## src/design/tks_pkg.sv

```systemverilog
// ----------------------------------------------------------------------------
// tks_pkg: shared types and constants for the ranked score table
// Score width, clamp limit, command codes and the default table depth.
// ----------------------------------------------------------------------------
package tks_pkg;

    localparam int SCORE_W       = 7;
    localparam int VALUE_W       = 16;
    localparam int INDEX_W       = 8;
    localparam int CMD_W         = 2;
    localparam int ENTRIES_DEF   = 10;

    typedef logic [SCORE_W-1:0] t_score;
    typedef logic [VALUE_W-1:0] t_value;
    typedef logic [INDEX_W-1:0] t_index;
    typedef logic [CMD_W-1:0]   t_cmd;

    localparam t_score SCORE_MAX  = t_score'(99);
    localparam t_score SCORE_ZERO = '0;

    localparam t_cmd CMD_INSERT = 2'd0;
    localparam t_cmd CMD_LOAD   = 2'd1;
    localparam t_cmd CMD_READ   = 2'd2;
    localparam t_cmd CMD_CLEAR  = 2'd3;

endpackage

```

## src/design/top_k_score_table.sv

```systemverilog
// ----------------------------------------------------------------------------
// top_k_score_table: ranked table of the best scores
// Keeps a descending list of clamped scores; insert, load, read and clear.
// ----------------------------------------------------------------------------
// Result: an accepted request is taken into the request register, then its
//   result into the output register (o_valid high for that one cycle).
// Throughput: one request per cycle while o_busy is low; the insertion network
//   compares all entries in parallel, so the table update fits in a single stage.
// Reset: synchronous, active low; clears the table to zero and holds o_busy
//   high through reset and the first edge after release, so no request is
//   taken at that edge. The receiver cannot stall.
// ----------------------------------------------------------------------------
module top_k_score_table #(
    parameter int TABLE_ENTRIES = tks_pkg::ENTRIES_DEF
) (
    input  logic            i_clk,
    input  logic            i_rst_n,
    input  logic            i_start,
    output logic            o_busy,
    input  tks_pkg::t_cmd   i_command,
    input  tks_pkg::t_value i_score_value,
    input  tks_pkg::t_index i_read_index,
    output logic            o_valid,
    output tks_pkg::t_score o_read_score,
    output logic            o_table_changed
);
    import tks_pkg::*;

    localparam int IDX_W = (TABLE_ENTRIES > 1) ? $clog2(TABLE_ENTRIES) : 1;

    // ---------------- stage 1: request register ----------------
    logic   r_busy;
    logic   r_req_vld;
    t_cmd   r_cmd;
    t_score r_score;     // already clamped per command
    t_index r_idx;

    logic   accept;
    t_score n_score;

    assign accept = i_start && !r_busy;
    assign o_busy = r_busy;

    // insert saturates at the limit; load treats anything out of range as 0
    always_comb begin
        if (i_score_value > t_value'(SCORE_MAX)) begin
            n_score = (i_command == CMD_INSERT) ? SCORE_MAX : SCORE_ZERO;
        end else begin
            n_score = i_score_value[SCORE_W-1:0];
        end
    end

    always_ff @(posedge i_clk) begin
        if (!i_rst_n) begin
            r_busy    <= 1'b1;
            r_req_vld <= 1'b0;
        end else begin
            r_busy    <= 1'b0;
            r_req_vld <= accept;
        end
    end

    always_ff @(posedge i_clk) begin
        if (accept) begin
            r_cmd   <= i_command;
            r_score <= n_score;
            r_idx   <= i_read_index;
        end
    end

    // ---------------- stage 2: table update and result ----------------
    t_score r_table [TABLE_ENTRIES];
    t_score ins_table [TABLE_ENTRIES];
    logic   ins_placed;

    tks_insert #(
        .TABLE_ENTRIES (TABLE_ENTRIES)
    ) u_insert (
        .i_table  (r_table),
        .i_score  (r_score),
        .o_table  (ins_table),
        .o_placed (ins_placed)
    );

    logic   r_out_vld;
    t_score r_out_score;
    logic   r_out_changed;
    t_score n_out_score;
    logic   n_out_changed;

    always_comb begin
        n_out_score   = SCORE_ZERO;
        n_out_changed = 1'b0;
        unique case (r_cmd)
            CMD_INSERT: n_out_changed = ins_placed;
            CMD_LOAD:   n_out_changed = 1'b0;    // load never flags
            CMD_READ: begin
                if (r_idx < t_index'(TABLE_ENTRIES)) begin
                    n_out_score = r_table[r_idx[IDX_W-1:0]];
                end
            end
            CMD_CLEAR:  n_out_changed = 1'b1;    // flags even on an empty table
            default:    n_out_changed = 1'b0;
        endcase
    end

    always_ff @(posedge i_clk) begin
        if (!i_rst_n) begin
            for (int i = 0; i < TABLE_ENTRIES; i++) begin
                r_table[i] <= SCORE_ZERO;
            end
        end else if (r_req_vld) begin
            if (r_cmd == CMD_INSERT || r_cmd == CMD_LOAD) begin
                r_table <= ins_table;
            end else if (r_cmd == CMD_CLEAR) begin
                for (int i = 0; i < TABLE_ENTRIES; i++) begin
                    r_table[i] <= SCORE_ZERO;
                end
            end
        end
    end

    always_ff @(posedge i_clk) begin
        if (!i_rst_n) begin
            r_out_vld <= 1'b0;
        end else begin
            r_out_vld <= r_req_vld;
        end
    end

    always_ff @(posedge i_clk) begin
        if (r_req_vld) begin
            r_out_score   <= n_out_score;
            r_out_changed <= n_out_changed;
        end
    end

    assign o_valid         = r_out_vld;
    assign o_read_score    = r_out_score;
    assign o_table_changed = r_out_changed;

endmodule

```

## src/design/tks_insert.sv

```systemverilog
// ----------------------------------------------------------------------------
// tks_insert: sorted insertion network
// Every entry compares against the new score at once; entries at and below
// the first smaller one shift down by one place.
// ----------------------------------------------------------------------------
module tks_insert #(
    parameter int TABLE_ENTRIES = tks_pkg::ENTRIES_DEF
) (
    input  tks_pkg::t_score i_table [TABLE_ENTRIES],
    input  tks_pkg::t_score i_score,
    output tks_pkg::t_score o_table [TABLE_ENTRIES],
    output logic            o_placed
);
    import tks_pkg::*;

    logic [TABLE_ENTRIES-1:0] greater;

    // table is kept descending, so greater is a thermometer code:
    // once set at some entry it stays set for all entries below
    always_comb begin
        for (int i = 0; i < TABLE_ENTRIES; i++) begin
            greater[i] = i_score > i_table[i];
        end
    end

    always_comb begin
        o_table[0] = greater[0] ? i_score : i_table[0];
        for (int i = 1; i < TABLE_ENTRIES; i++) begin
            if (!greater[i]) begin
                o_table[i] = i_table[i];
            end else if (greater[i-1]) begin
                o_table[i] = i_table[i-1];
            end else begin
                o_table[i] = i_score;
            end
        end
    end

    assign o_placed = |greater;

endmodule

```

## config.mk

```make
export PLATFORM = sky130hd
export DESIGN_NAME = top_k_score_table
export DESIGN_NICKNAME = d
export VERILOG_FILES = /design/src/design/tks_pkg.sv /design/src/design/top_k_score_table.sv /design/src/design/tks_insert.sv
export SDC_FILE = /design/constraint.sdc
export NUM_CORES = 1
export LEC_CHECK = 0
export BUFFER_PORTS_ARGS = -buffer_cell sky130_fd_sc_hd__buf_2
export CORE_UTILIZATION = 66
export DETAILED_ROUTE_END_ITERATION = 10
export MAX_ROUTING_LAYER = met4
export PLACE_DENSITY = 0.87
export SLEW_MARGIN = 25
export SYNTH_ARGS = -nofsm -noshare
export SYNTH_HDL_FRONTEND = slang
export SYNTH_SLANG_ARGS = --single-unit
```

## constraint.sdc

```tcl
create_clock -name i_clk -period 5.55 [get_ports i_clk]
set_input_delay 0.555 -clock i_clk [delete_from_list [all_inputs] [get_ports i_clk]]
set_output_delay 0.555 -clock i_clk [all_outputs]
set_load 0.005 [all_outputs]
```

# Word-level counts from Yosys, hierarchy flattened
# Cells that the tools add are included.
word_totals:
  regBits: 98
  input_bits: 29
  output_inout_bits: 10
  elab_cells: 91
classes:
  order_cmp: 13
  eq_ne: 13
  mux: 28
  bitwise_logic: 1
  reduce_logical: 18
op_table:
  columns: ["op", "n"]
  rows:
  - ["$mux 7", 23]
  - ["$mux 70", 2]
  - ["$gt 7x7->1", 10]
  - ["$reduce_and 3->1", 10]
  - ["$bmux 7 s4", 1]
  - ["$ne 2x1->1 const B", 10]
  - ["$gt 16x7->1 const B", 1]
  - ["$reduce_or 10->1", 1]
  - ["$lt 8x4->1 const B", 1]
  - ["$ge 5x5->1 const B", 1]
  - ["$not 4->5", 1]
  - ["$eq 2x2->1 const B", 2]
  - ["$logic_not 2->1", 2]
  - ["$eq 2x1->1 const B", 1]
  - ["$pmux 1 s2", 1]
  - ["$reduce_and 2->1", 1]
  - ["$reduce_bool 2->1", 1]
  - ["$logic_and 1x1->1", 1]
  - ["$logic_not 1->1", 1]
  - ["$logic_or 1x1->1", 1]
  - ["$mux 1", 1]

# Longest topological paths before layout
# Gate-level depths: netlist of run 1.
depth:
  depth_word: 4
  mapped_depth: 11
  ltp_nobuf: 9

# By module
# A second synthesis of run 1 with hierarchy kept.
unflattened:
  cells_unflattened: 839
  hier_area_um2: 7085.5
by_module_without_submodules:
  columns: ["module", "instances", "cells_each", "area_per_inst_um2", "seq_area_each_um2"]
  rows:
  - ["top_k_score_table", 1, 358, 3970.1, 2212.1]
  - ["tks_insert", 1, 481, 3115.5, 0.0]

# Worst setup path after synthesis of run 1
# OpenSTA, ideal clock, no wires.
synth_path:
  path_kind: "flip-flop to flip-flop"
  start: "register r_score[0]"
  end: "register r_out_changed, in the netlist o_table_changed (data pin)"
  setup_ps: 261
  arrival_ps: 2368
  path_slack_ps: 2921
  path_stages_with_launch: 11
  path_buffers: 1
  synth_period_minus_slack_ps: 2629
  cell_sequence: "edfxtp_1 > clkbuf_1 > inv_1 > ha_1 > nand3_1 > or2_2 > o31ai_4 > nand2b_1 > or4b_1 > nor4b_2 > nor3_1"
synth_via:
  elab_chain_cells: 3
  elab_cells_between_ends: 12
  cone_classes: "order compare: 10; mux: 1; reduce/logical: 1"
synth_lines:
  columns: ["element", "line_no", "text"]
  rows:
  - ["start, declared", "top_k_score_table.sv:35", "t_score r_score;"]
  - ["start signal, assigned", "top_k_score_table.sv:66", "r_score <= n_score;"]
  - ["$gt 7x7->1", "tks_insert.sv:22", "greater[i] = i_score > i_table[i];"]
  - ["$reduce_or 10->1 (*)", "tks_insert.sv:39", "assign o_placed = |greater;"]
  - ["$pmux 1 s2 (*)", "top_k_score_table.sv:94", "unique case (r_cmd)"]
  - ["via n_out_changed", "top_k_score_table.sv:89", "logic n_out_changed;"]
  - ["end signal, assigned", "top_k_score_table.sv:134", "r_out_changed <= n_out_changed;"]
  - ["end, declared", "top_k_score_table.sv:87", "logic r_out_changed;"]
# The timed path passes the listed nets; every way through them passes the cells marked *.
# A chain may end at the register's enable or synchronous reset.

# Final worst setup path of run 1
layout_path:
  start: "register r_score[4]"
  end: "register r_out_changed, in the netlist o_table_changed (data pin)"
# The elaborated chain is that of the path after synthesis.

==> flow_summary.html, run 1 <==
<table>
<tr><th>Metric</th><th>Value</th></tr>
<tr><th colspan="2">Clock network</th></tr>
<tr><td>CTS Root Cell</td><td>sky130_fd_sc_hd__clkbuf_8</td></tr>
<tr><td>Clk_lat worst skew</td><td>0.37 ns</td></tr>
<tr><td>Number of buffers on the longest clock path</td><td>2</td></tr>
<tr><td>Number of buffers created by CTS</td><td>9</td></tr>
<tr><td>TritonCTS clock tree</td><td>built</td></tr>
<tr><td>H-tree level count</td><td>3</td></tr>
<tr><td>Total number of clock tree sinks</td><td>98</td></tr>
<tr><td>CTS-repair resized insts</td><td>0</td></tr>
<tr><td>Clock transition time at the flip-flop clock pins of the worst setup and hold paths</td><td>0.10 ns</td></tr>
<tr><td>Cts-stage hold buffer count</td><td>0</td></tr>
<tr><td>Number of setup buffers added after CTS</td><td>0</td></tr>
<tr><th colspan="2">Floorplanning</th></tr>
<tr><td>Floorplan die area</td><td>9920 µm²</td></tr>
<tr><td>Area of the placeable core</td><td>9240 µm²</td></tr>
<tr><td>Io pins</td><td>39</td></tr>
<tr><td>Row count</td><td>35</td></tr>
<tr><td>Starting density of the core</td><td>68.1%</td></tr>
<tr><td>Die Wd</td><td>99.6 µm</td></tr>
<tr><td>Die Ht</td><td>99.6 µm</td></tr>
<tr><th colspan="2">Finish</th></tr>
<tr><td>Diode insertion count for antenna repair</td><td>0</td></tr>
<tr><td>Final core utilization</td><td>73.4%</td></tr>
<tr><td>Area grow syn2layout</td><td>7.88%</td></tr>
<tr><td>Fraction of layout cells with a size suffix above 1</td><td>11.3%</td></tr>
<tr><td>Final net count</td><td>808</td></tr>
<tr><th colspan="2">Placed design</th></tr>
<tr><td>DP HPWL</td><td>11.7 mm</td></tr>
<tr><td>I/O Buffers</td><td>38</td></tr>
<tr><td>Last weighted congestion value of the routability-driven placer</td><td>0.914</td></tr>
<tr><th colspan="2">Synth</th></tr>
<tr><td>Cell variety after synth</td><td>47</td></tr>
<tr><td>Synthesized Nets</td><td>780</td></tr>
<tr><td>#FFs+latches synth</td><td>98</td></tr>
<tr><td>Seq/Total Area, Yosys</td><td>35.2%</td></tr>
<tr><td>Number of flops mapped to enable cells by yosys</td><td>25</td></tr>
<tr><td>Cell type with the highest aggregate area in the netlist</td><td>sky130_fd_sc_hd__dfxtp_1</td></tr>
<tr><td>Top-count cell post-synth</td><td>sky130_fd_sc_hd__ha_1</td></tr>
<tr><td>Async SR Flop Fraction</td><td>0%</td></tr>
<tr><td>Share of the synthesized area in the top cell type</td><td>23.2%</td></tr>
<tr><td>Total standard cell area after synthesis</td><td>6290 µm²</td></tr>
<tr><td>Cell count after synthesis</td><td>677</td></tr>
<tr><td>Post-synth top flop</td><td>sky130_fd_sc_hd__dfxtp_1</td></tr>
<tr><td>Mean Syn Cell Area</td><td>9.29 µm²</td></tr>
<tr><td>Leading cell types by count after synthesis</td><td>sky130_fd_sc_hd__ha_1 (74), sky130_fd_sc_hd__dfxtp_1 (73), sky130_fd_sc_hd__a21oi_1 (67)</td></tr>
<tr><td>Yosys synthesis warning count</td><td>0</td></tr>
<tr><td>Synth top area cells</td><td>sky130_fd_sc_hd__dfxtp_1 (23%), sky130_fd_sc_hd__ha_1 (15%), sky130_fd_sc_hd__edfxtp_1 (12%)</td></tr>
<tr><th colspan="2">STA</th></tr>
<tr><td>Maximum operating frequency</td><td>286 MHz</td></tr>
<tr><td>Maximum clock skew at final layout</td><td>0.0149 ns</td></tr>
<tr><td>Relative slew slack</td><td>33.4%</td></tr>
<tr><td>Number of max-slew violations in the final report</td><td>0</td></tr>
<tr><td>Worst hold slack</td><td>0.354 ns</td></tr>
<tr><td>Setup total negative slack</td><td>0 ns</td></tr>
<tr><td>Hold Violations, Final</td><td>0</td></tr>
<tr><td>Unrepaired setup endpoints after global routing</td><td>false</td></tr>
<tr><td>Slew at the pin closest to its max-slew limit</td><td>0.999 ns</td></tr>
<tr><td>Count of endpoints failing setup in the final report</td><td>0</td></tr>
<tr><td>Share of the clock period used by the worst path</td><td>63.0%</td></tr>
<tr><td>Fin crit period</td><td>3.50 ns</td></tr>
<tr><th colspan="2">Power</th></tr>
<tr><td>Worst ir drop on vdd</td><td>168 µV</td></tr>
<tr><td>Leakage power figure</td><td>2.54 nW</td></tr>
<tr><td>Cell area power density</td><td>208 nW/µm²</td></tr>
<tr><th colspan="2">Global routing</th></tr>
<tr><td>Overall routing resource usage</td><td>34.1%</td></tr>
<tr><td>Wire length of the first global-routing pass</td><td>25.6 mm</td></tr>
<tr><td>Number of global-route vias before repair</td><td>5208</td></tr>
<tr><td>Number of antenna violations at the first check in global routing</td><td>0</td></tr>
<tr><td>Global route total overflow</td><td>0</td></tr>
<tr><td>Maximum number of pins on one net before global-route repair</td><td>22</td></tr>
<tr><th colspan="2">Critical path</th></tr>
<tr><td>Arrival @ worst endpoint</td><td>3.62 ns</td></tr>
<tr><td>Critical path class</td><td>flop to flop</td></tr>
<tr><td>Longest individual stage delay on the worst path</td><td>1.02 ns</td></tr>
<tr><td>Category of the worst setup path launch point</td><td>flop</td></tr>
<tr><td>Combined buffer and inverter count along the critical path</td><td>0</td></tr>
<tr><td>Worst Setup End Kind</td><td>flop</td></tr>
<tr><td>Data required time at the worst endpoint</td><td>5.67 ns</td></tr>
<tr><td>Cell at the slowest stage of the critical path</td><td>sky130_fd_sc_hd__edfxtp_1</td></tr>
<tr><td>Critical path fanouts, max</td><td>20</td></tr>
<tr><td>Category of cells accounting for the largest share of critical-path delay</td><td>simple AND/OR/NAND/NOR gates</td></tr>
<tr><td>Chain of cells forming the critical path</td><td>ha_1 &gt; a211oi_1 &gt; nor2_1 &gt; o31ai_4 &gt; nand2b_1 &gt; or4b_1 &gt; nor4b_2 &gt; nor3_1</td></tr>
<tr><th colspan="2">Drt</th></tr>
<tr><td>Number of design rule violations left after detail routing</td><td>0</td></tr>
<tr><td>Count of TritonRoute iterations in the first routing pass</td><td>5</td></tr>
<tr><td>ANT nets after route</td><td>0</td></tr>
<tr><td>Total wirelength of the detailed-routed design</td><td>15.9 mm</td></tr>
<tr><td>Vias per cell</td><td>6.40</td></tr>
<tr><td>Initial detailed-routing violation count</td><td>424</td></tr>
<tr><td>Total vias in the final route</td><td>5368</td></tr>
<tr><td>Average detailed-routed wire length per instance</td><td>18.9 µm</td></tr>
<tr><th colspan="2">Outcome</th></tr>
<tr><td>Result of the run</td><td>completed</td></tr>
<tr><th colspan="2">Worst hold path</th></tr>
<tr><td>Min-delay worst type</td><td>input pin to flop</td></tr>
<tr><th colspan="2">Job</th></tr>
<tr><td>Max-capacitance violation count</td><td>0</td></tr>
</table>
power by group:
| group | switching, mW | internal [mW] | total (mW) |
|---|---|---|---|
| Clock | 0.250 | 0.238 | 0.488 |
| Combinational | 0.0991 | 0.0650 | 0.164 |
| Sequential | 0.0197 | 0.742 | 0.761 |
state kept, by name (all words and copies together) (netlist names):
name	cells
r_score	7
o_valid	1
r_table	70
r_idx	8
o_table_changed	1
r_cmd	2
o_read_score	7
o_busy	1
r_req_vld	1
layout make-up:
class / count / area, µm²
Sequential cell: 98 / 2210
Clock buffer: 13 / 160
Clock inverter: 3 / 46.3
Inverter: 66 / 248
Multi-Input combinational cell: 488 / 3740
Tap cell: 129 / 161
Fill cell: 675 / 2450
Timing Repair Buffer: 42 / 220
routing by layer:
layer | up-vias | track usage [%] | wire [µm]
met5 | - | - | 0
met3 | 37 | 6.11 | 1160
met4 | 0 | 13.2 | 396
met2 | 238 | 55.1 | 7590
met1 | 2556 | 42.8 | 6740
li1 | 2537 | - | -
cells by family (layout without fill, tap and decap cells):
family,count (synthesis),count (layout),share of synthesized area [%]
DFF,98,98,35.2
and+or+nand+nor,170,170,13.0
muxes,55,55,11.5
buffers and inverters,91,124,5.51
adders and majority gates,74,74,14.7
AOI/OAI and AO/OA,189,189,20.1
through the flow:
| step | total power [mW] | area [µm²] | setup WS [ns] | instances |
|---|---|---|---|---|
| final | 1.41 | 6790 | 2.05 | 839 |
| after global routing | 1.46 | 6790 | 1.90 | 839 |
| after CTS | 1.41 | 6780 | 2.07 | 839 |
| after detailed placement | 0.937 | 6570 | 2.10 | 823 |
| after global placement | 0.928 | 6570 | 2.31 | 823 |
| after floorplan | 0.888 | 6290 | 2.92 | 677 |
worst paths after layout:
kind                          end  slack (ns)  cells after the start            start
setup / recovery  o_table_changed        2.05                      8       r_score[4]
hold / removal           r_idx[0]        0.35                      1  i_read_index[0]
setup reg to reg  o_table_changed        2.05                      8       r_score[4]
hold reg to reg        r_table[2]        0.49                      2       r_table[2]
cells in the final DEF (no fill, tap or decap), types with 3 or more instances in the layout:
master                      count
sky130_fd_sc_hd__a21o_1         3
sky130_fd_sc_hd__and3_1         3
sky130_fd_sc_hd__edfxtp_1      25
sky130_fd_sc_hd__a211oi_1       3
sky130_fd_sc_hd__nand2b_1       5
sky130_fd_sc_hd__mux2i_1       41
sky130_fd_sc_hd__nor2b_1        3
sky130_fd_sc_hd__o2bb2ai_1     47
sky130_fd_sc_hd__mux4_2        14
sky130_fd_sc_hd__buf_2         38
sky130_fd_sc_hd__nand2_1       48
sky130_fd_sc_hd__nand3_1       17
sky130_fd_sc_hd__and2_1        16
sky130_fd_sc_hd__o21a_1         4
sky130_fd_sc_hd__nor2_1        52
sky130_fd_sc_hd__a41o_1         4
sky130_fd_sc_hd__o22ai_1        7
sky130_fd_sc_hd__nand3b_1       5
sky130_fd_sc_hd__ha_1          74
sky130_fd_sc_hd__dfxtp_1       73
sky130_fd_sc_hd__a21oi_1       67
sky130_fd_sc_hd__o21ai_1        4
sky130_fd_sc_hd__buf_4          4
sky130_fd_sc_hd__inv_1         65
sky130_fd_sc_hd__o31ai_1        4
sky130_fd_sc_hd__nor4_1         3
sky130_fd_sc_hd__o21ai_0       35
sky130_fd_sc_hd__clkbuf_8       9
sky130_fd_sc_hd__clkbuf_1       3
sky130_fd_sc_hd__nand4_1        8
(Power assumes the default switching activity.)
==> inputs of run 2 (changes only) <==
- ABC_AREA: not set -> 1
- CORE_UTILIZATION: 66 -> 62
- PLACE_DENSITY: 0.87 -> 0.82
- clock period: 5.55 -> 3.6 ns (I/O delays scaled with it)
==> run 2 against run 1 <==
Against the previous run:
- sequential share of layout area is 3.5 points lower
- sequential power up 54%
- die area rose by 19%
- synthesized cell count grew 45%
- critical endpoint unchanged
- fmax increased by 34%
==> flow_summary.html, run 2 <==
<table>
<tr><th>Metric</th><th>Value</th></tr>
<tr><th colspan="2">Drt</th></tr>
<tr><td>Vias per cell</td><td>5.72 (-11%)</td></tr>
<tr><td>Average detailed-routed wire length per instance</td><td>15.9 µm (-16%)</td></tr>
<tr><td>Initial detailed-routing violation count</td><td>562 (+33%)</td></tr>
<tr><td>Count of TritonRoute iterations in the first routing pass</td><td>5 (unchanged)</td></tr>
<tr><td>ANT nets after route</td><td>0 (unchanged)</td></tr>
<tr><td>Total vias in the final route</td><td>6573 (+22%)</td></tr>
<tr><td>Number of design rule violations left after detail routing</td><td>0 (unchanged)</td></tr>
<tr><td>Total wirelength of the detailed-routed design</td><td>18.3 mm (+15%)</td></tr>
<tr><th colspan="2">Clock network</th></tr>
<tr><td>Total number of clock tree sinks</td><td>98 (unchanged)</td></tr>
<tr><td>Number of buffers created by CTS</td><td>9 (unchanged)</td></tr>
<tr><td>CTS Root Cell</td><td>sky130_fd_sc_hd__clkbuf_16</td></tr>
<tr><td>H-tree level count</td><td>3 (unchanged)</td></tr>
<tr><td>CTS-repair resized insts</td><td>0 (unchanged)</td></tr>
<tr><td>Clock transition time at the flip-flop clock pins of the worst setup and hold paths</td><td>0.07 ns (-0.03 ns)</td></tr>
<tr><td>Cts-stage hold buffer count</td><td>0 (unchanged)</td></tr>
<tr><td>TritonCTS clock tree</td><td>built</td></tr>
<tr><td>Number of buffers on the longest clock path</td><td>2 (unchanged)</td></tr>
<tr><td>Clk_lat worst skew</td><td>0.36 ns (about the same)</td></tr>
<tr><td>Number of setup buffers added after CTS</td><td>0 (unchanged)</td></tr>
<tr><th colspan="2">Finish</th></tr>
<tr><td>Fraction of layout cells with a size suffix above 1</td><td>13.5% (+2.2 points)</td></tr>
<tr><td>Multi-input logic area</td><td>4190 µm² (+12%)</td></tr>
<tr><td>Post-route cell area</td><td>7590 µm² (+12%)</td></tr>
<tr><td>Commonest non-fill, non-tap cell in the layout</td><td>sky130_fd_sc_hd__nand2_1</td></tr>
<tr><td>Regs by FF count</td><td>r_table x70, r_idx x8</td></tr>
<tr><td>Area grow syn2layout</td><td>7.16%</td></tr>
<tr><td>Register name with the most flops</td><td>r_table</td></tr>
<tr><td>Number of flip-flops under the largest register name</td><td>70 (unchanged)</td></tr>
<tr><td>Diode insertion count for antenna repair</td><td>0 (unchanged)</td></tr>
<tr><td>Area occupied by registers</td><td>2210 µm² (unchanged)</td></tr>
<tr><td>Top library cells by usage in the layout, fill and taps aside</td><td>sky130_fd_sc_hd__nand2_1 (280), sky130_fd_sc_hd__a21oi_1 (115), sky130_fd_sc_hd__inv_1 (114), sky130_fd_sc_hd__ha_1 (74), sky130_fd_sc_hd__dfxtp_1 (73)</td></tr>
<tr><td>Final cell count without fillers</td><td>1149 (+37%)</td></tr>
<tr><td>Final core utilization</td><td>69.1% (-4.3 points)</td></tr>
<tr><td>Number of inserted filler cells in the final layout</td><td>915 (+36%)</td></tr>
<tr><td>Final net count</td><td>1107 (+37%)</td></tr>
<tr><th colspan="2">Synth</th></tr>
<tr><td>Multiplexer share of the synthesized area</td><td>0% (-12 points)</td></tr>
<tr><td>Cell type with the highest aggregate area in the netlist</td><td>sky130_fd_sc_hd__dfxtp_1</td></tr>
<tr><td>Post-synth top flop</td><td>sky130_fd_sc_hd__dfxtp_1</td></tr>
<tr><td>#FFs+latches synth</td><td>98 (unchanged)</td></tr>
<tr><td>Leading cell types by count after synthesis</td><td>sky130_fd_sc_hd__nand2_1 (280), sky130_fd_sc_hd__a21oi_1 (115), sky130_fd_sc_hd__inv_1 (114)</td></tr>
<tr><td>Mean Syn Cell Area</td><td>7.21 µm² (-22%)</td></tr>
<tr><td>Number of flops mapped to enable cells by yosys</td><td>25 (unchanged)</td></tr>
<tr><td>Share of the synthesized area in the top cell type</td><td>20.6% (-2.6 points)</td></tr>
<tr><td>Area share of xor/xnor cells in the synthesized design</td><td>0% (unchanged)</td></tr>
<tr><td>Share of synthesized cell area in and, or, nand and nor gates</td><td>28.4% (+15 points)</td></tr>
<tr><td>Async SR Flop Fraction</td><td>0% (unchanged)</td></tr>
<tr><td>Total standard cell area after synthesis</td><td>7080 µm² (+13%)</td></tr>
<tr><td>Arithmetic-cell share of the synthesized area counting full adders, half adders and majority gates</td><td>13.1% (-1.6 points)</td></tr>
<tr><td>Synth top area cells</td><td>sky130_fd_sc_hd__dfxtp_1 (21%), sky130_fd_sc_hd__nand2_1 (15%), sky130_fd_sc_hd__ha_1 (13%)</td></tr>
<tr><td>Combinational family with the most area after synthesis</td><td>simple AND/OR/NAND/NOR gates</td></tr>
<tr><td>Cell variety after synth</td><td>36 (-23%)</td></tr>
<tr><td>Cell count after synthesis</td><td>982 (+45%)</td></tr>
<tr><td>Seq/Total Area, Yosys</td><td>31.2% (-3.9 points)</td></tr>
<tr><td>Top-count cell post-synth</td><td>sky130_fd_sc_hd__nand2_1</td></tr>
<tr><td>Yosys synthesis warning count</td><td>0 (unchanged)</td></tr>
<tr><td>Fraction of the mapped netlist area in compound gates</td><td>17.7% (-2.4 points)</td></tr>
<tr><td>Synthesized Nets</td><td>1085 (+39%)</td></tr>
<tr><th colspan="2">STA</th></tr>
<tr><td>Slew at the pin closest to its max-slew limit</td><td>0.938 ns (-0.0606 ns)</td></tr>
<tr><td>Relative slew slack</td><td>37.4% (+4.0 points)</td></tr>
<tr><td>Number of max-slew violations in the final report</td><td>0 (unchanged)</td></tr>
<tr><td>Maximum operating frequency</td><td>382 MHz (+34%)</td></tr>
<tr><td>Worst Slack Setup Final</td><td>0.982 ns (-1.07 ns)</td></tr>
<tr><td>Maximum clock skew at final layout</td><td>0.0100 ns (-0.00481 ns)</td></tr>
<tr><td>Fin crit period</td><td>2.62 ns (-0.878 ns)</td></tr>
<tr><td>Share of the clock period used by the worst path</td><td>72.7% (+9.7 points)</td></tr>
<tr><td>Hold Violations, Final</td><td>0 (unchanged)</td></tr>
<tr><td>Count of endpoints failing setup in the final report</td><td>0 (unchanged)</td></tr>
<tr><td>Setup total negative slack</td><td>0 ns (unchanged)</td></tr>
<tr><td>Unrepaired setup endpoints after global routing</td><td>false</td></tr>
<tr><td>Worst hold slack</td><td>0.167 ns (-0.187 ns)</td></tr>
<tr><th colspan="2">Power</th></tr>
<tr><td>Worst ir drop on vdd</td><td>277 µV (+65%)</td></tr>
<tr><td>Proportion of power drawn by combinational gates</td><td>12.6% (+1.0 points)</td></tr>
<tr><td>Net Switching</td><td>701 µW (+90%)</td></tr>
<tr><td>Overall power</td><td>2.49 mW (+76%)</td></tr>
<tr><td>Leakage power figure</td><td>2.98 nW (+17%)</td></tr>
<tr><td>Portion of total power attributed to the clock network</td><td>40.3% (+5.8 points)</td></tr>
<tr><td>Fraction of power spent switching nets</td><td>28.1% (+2.0 points)</td></tr>
<tr><td>Sequential cell fraction of total power</td><td>47.0% (-6.9 points)</td></tr>
<tr><td>Internal power</td><td>1.79 mW (+71%)</td></tr>
<tr><td>Cell area power density</td><td>328 nW/µm² (+58%)</td></tr>
<tr><th colspan="2">Placed design</th></tr>
<tr><td>I/O Buffers</td><td>38 (unchanged)</td></tr>
<tr><td>Dpl cells</td><td>1133 (+38%)</td></tr>
<tr><td>DP HPWL</td><td>13.2 mm (+13%)</td></tr>
<tr><td>Last weighted congestion value of the routability-driven placer</td><td>0.919 (+0.56%)</td></tr>
<tr><td>Post-DP Area</td><td>7290 µm² (+11%)</td></tr>
<tr><td>Placement Setup Slack</td><td>1.07 ns (-1.02 ns)</td></tr>
<tr><th colspan="2">Critical path</th></tr>
<tr><td>Arrival @ worst endpoint</td><td>2.74 ns (-0.88 ns)</td></tr>
<tr><td>Critical path fanouts, max</td><td>18 (-10%)</td></tr>
<tr><td>Worst Setup End Kind</td><td>flop</td></tr>
<tr><td>Data required time at the worst endpoint</td><td>3.73 ns (-1.94 ns)</td></tr>
<tr><td>Critical path class</td><td>flop to flop</td></tr>
<tr><td>Category of the worst setup path launch point</td><td>flop</td></tr>
<tr><td>Cell depth of the worst flop-to-flop path</td><td>11 (+3)</td></tr>
<tr><th colspan="2">Worst hold path</th></tr>
<tr><td>Min-delay worst type</td><td>input pin to flop</td></tr>
<tr><td>Number of cells on the worst hold path</td><td>1 (unchanged)</td></tr>
<tr><th colspan="2">Floorplanning</th></tr>
<tr><td>Die Wd</td><td>109 µm (+9.3%)</td></tr>
<tr><td>Area of the placeable core</td><td>11000 µm² (+19%)</td></tr>
<tr><td>Row count</td><td>38 (+8.6%)</td></tr>
<tr><td>Floorplan die area</td><td>11900 µm² (+19%)</td></tr>
<tr><td>Io pins</td><td>39 (unchanged)</td></tr>
<tr><td>Starting density of the core</td><td>64.5% (-3.6 points)</td></tr>
<tr><td>Die Ht</td><td>109 µm (+9.3%)</td></tr>
<tr><th colspan="2">Global routing</th></tr>
<tr><td>Global route total overflow</td><td>0 (unchanged)</td></tr>
<tr><td>Wire length of the first global-routing pass</td><td>29.7 mm (+16%)</td></tr>
<tr><td>Maximum number of pins on one net before global-route repair</td><td>45 (+100%)</td></tr>
<tr><td>Number of antenna violations at the first check in global routing</td><td>0 (unchanged)</td></tr>
<tr><td>Number of global-route vias before repair</td><td>6112 (+17%)</td></tr>
<tr><td>Overall routing resource usage</td><td>33.9% (-0.19 points)</td></tr>
<tr><th colspan="2">Outcome</th></tr>
<tr><td>Result of the run</td><td>completed</td></tr>
<tr><th colspan="2">Job</th></tr>
<tr><td>Max-capacitance violation count</td><td>0 (unchanged)</td></tr>
</table>
==> run 2: cell count changes after synthesis, moves of 37 or more <==
cell,change
sky130_fd_sc_hd__a21oi_1,+48
sky130_fd_sc_hd__inv_1,+49
sky130_fd_sc_hd__mux2i_1,-41
sky130_fd_sc_hd__nand2_1,+232
sky130_fd_sc_hd__nand3_1,+37
sky130_fd_sc_hd__o2bb2ai_1,-47
==> run 2: cell families after synthesis <==
family	after synthesis
flops	98
compound gates	231
buf+inv	156
simple gates	423
fa+ha+maj	74
==> run 2: routing by layer <==
metal	track usage, %	part of all wire (%)
met5	-	0
met1	42.9	42
met2	53.9	46
met4	15.5	3.2
met3	4.54	8.3
==> run 2: final timing paths <==
path,from,slack (ns),end
max reg2reg,r_score[5],0.98,o_table_changed
max,r_score[5],0.98,o_table_changed
min reg2reg,o_busy,0.45,r_req_vld
min,i_read_index[1],0.17,r_idx[1]
==> run 2: final cells by class <==
cell class,count,area share (%)
Clock buffer,9,2.97
Inverter,121,6.05
Sequential cell,98,29.2
Timing Repair Buffer,46,3.30
Tap cell,140,2.31
Clock inverter,7,1.01
Multi-Input combinational cell,728,55.2
==> run 2: critical path: stages (launching register included) <==
cell	delay [ns]
sky130_fd_sc_hd__edfxtp_1	0.97
sky130_fd_sc_hd__ha_1	0.39
sky130_fd_sc_hd__nand2_2	0.09
sky130_fd_sc_hd__inv_1	0.04
sky130_fd_sc_hd__a21oi_1	0.16
sky130_fd_sc_hd__nand2_2	0.10
sky130_fd_sc_hd__nand2_2	0.20
sky130_fd_sc_hd__nand2_1	0.10
sky130_fd_sc_hd__nor2_1	0.13
sky130_fd_sc_hd__nand3_1	0.09
sky130_fd_sc_hd__nand2_1	0.06
sky130_fd_sc_hd__a21oi_1	0.05
==> run 2: power groups by stage <==
stage	Combinational, mW	Clock, mW	Sequential, mW
after floorplan	0.252	0	1.18
after global placement	0.301	0	1.20
after detailed placement	0.307	0	1.20
after CTS	0.311	1.01	1.17
after global routing	0.353	1.05	1.17
final	0.315	1.01	1.17
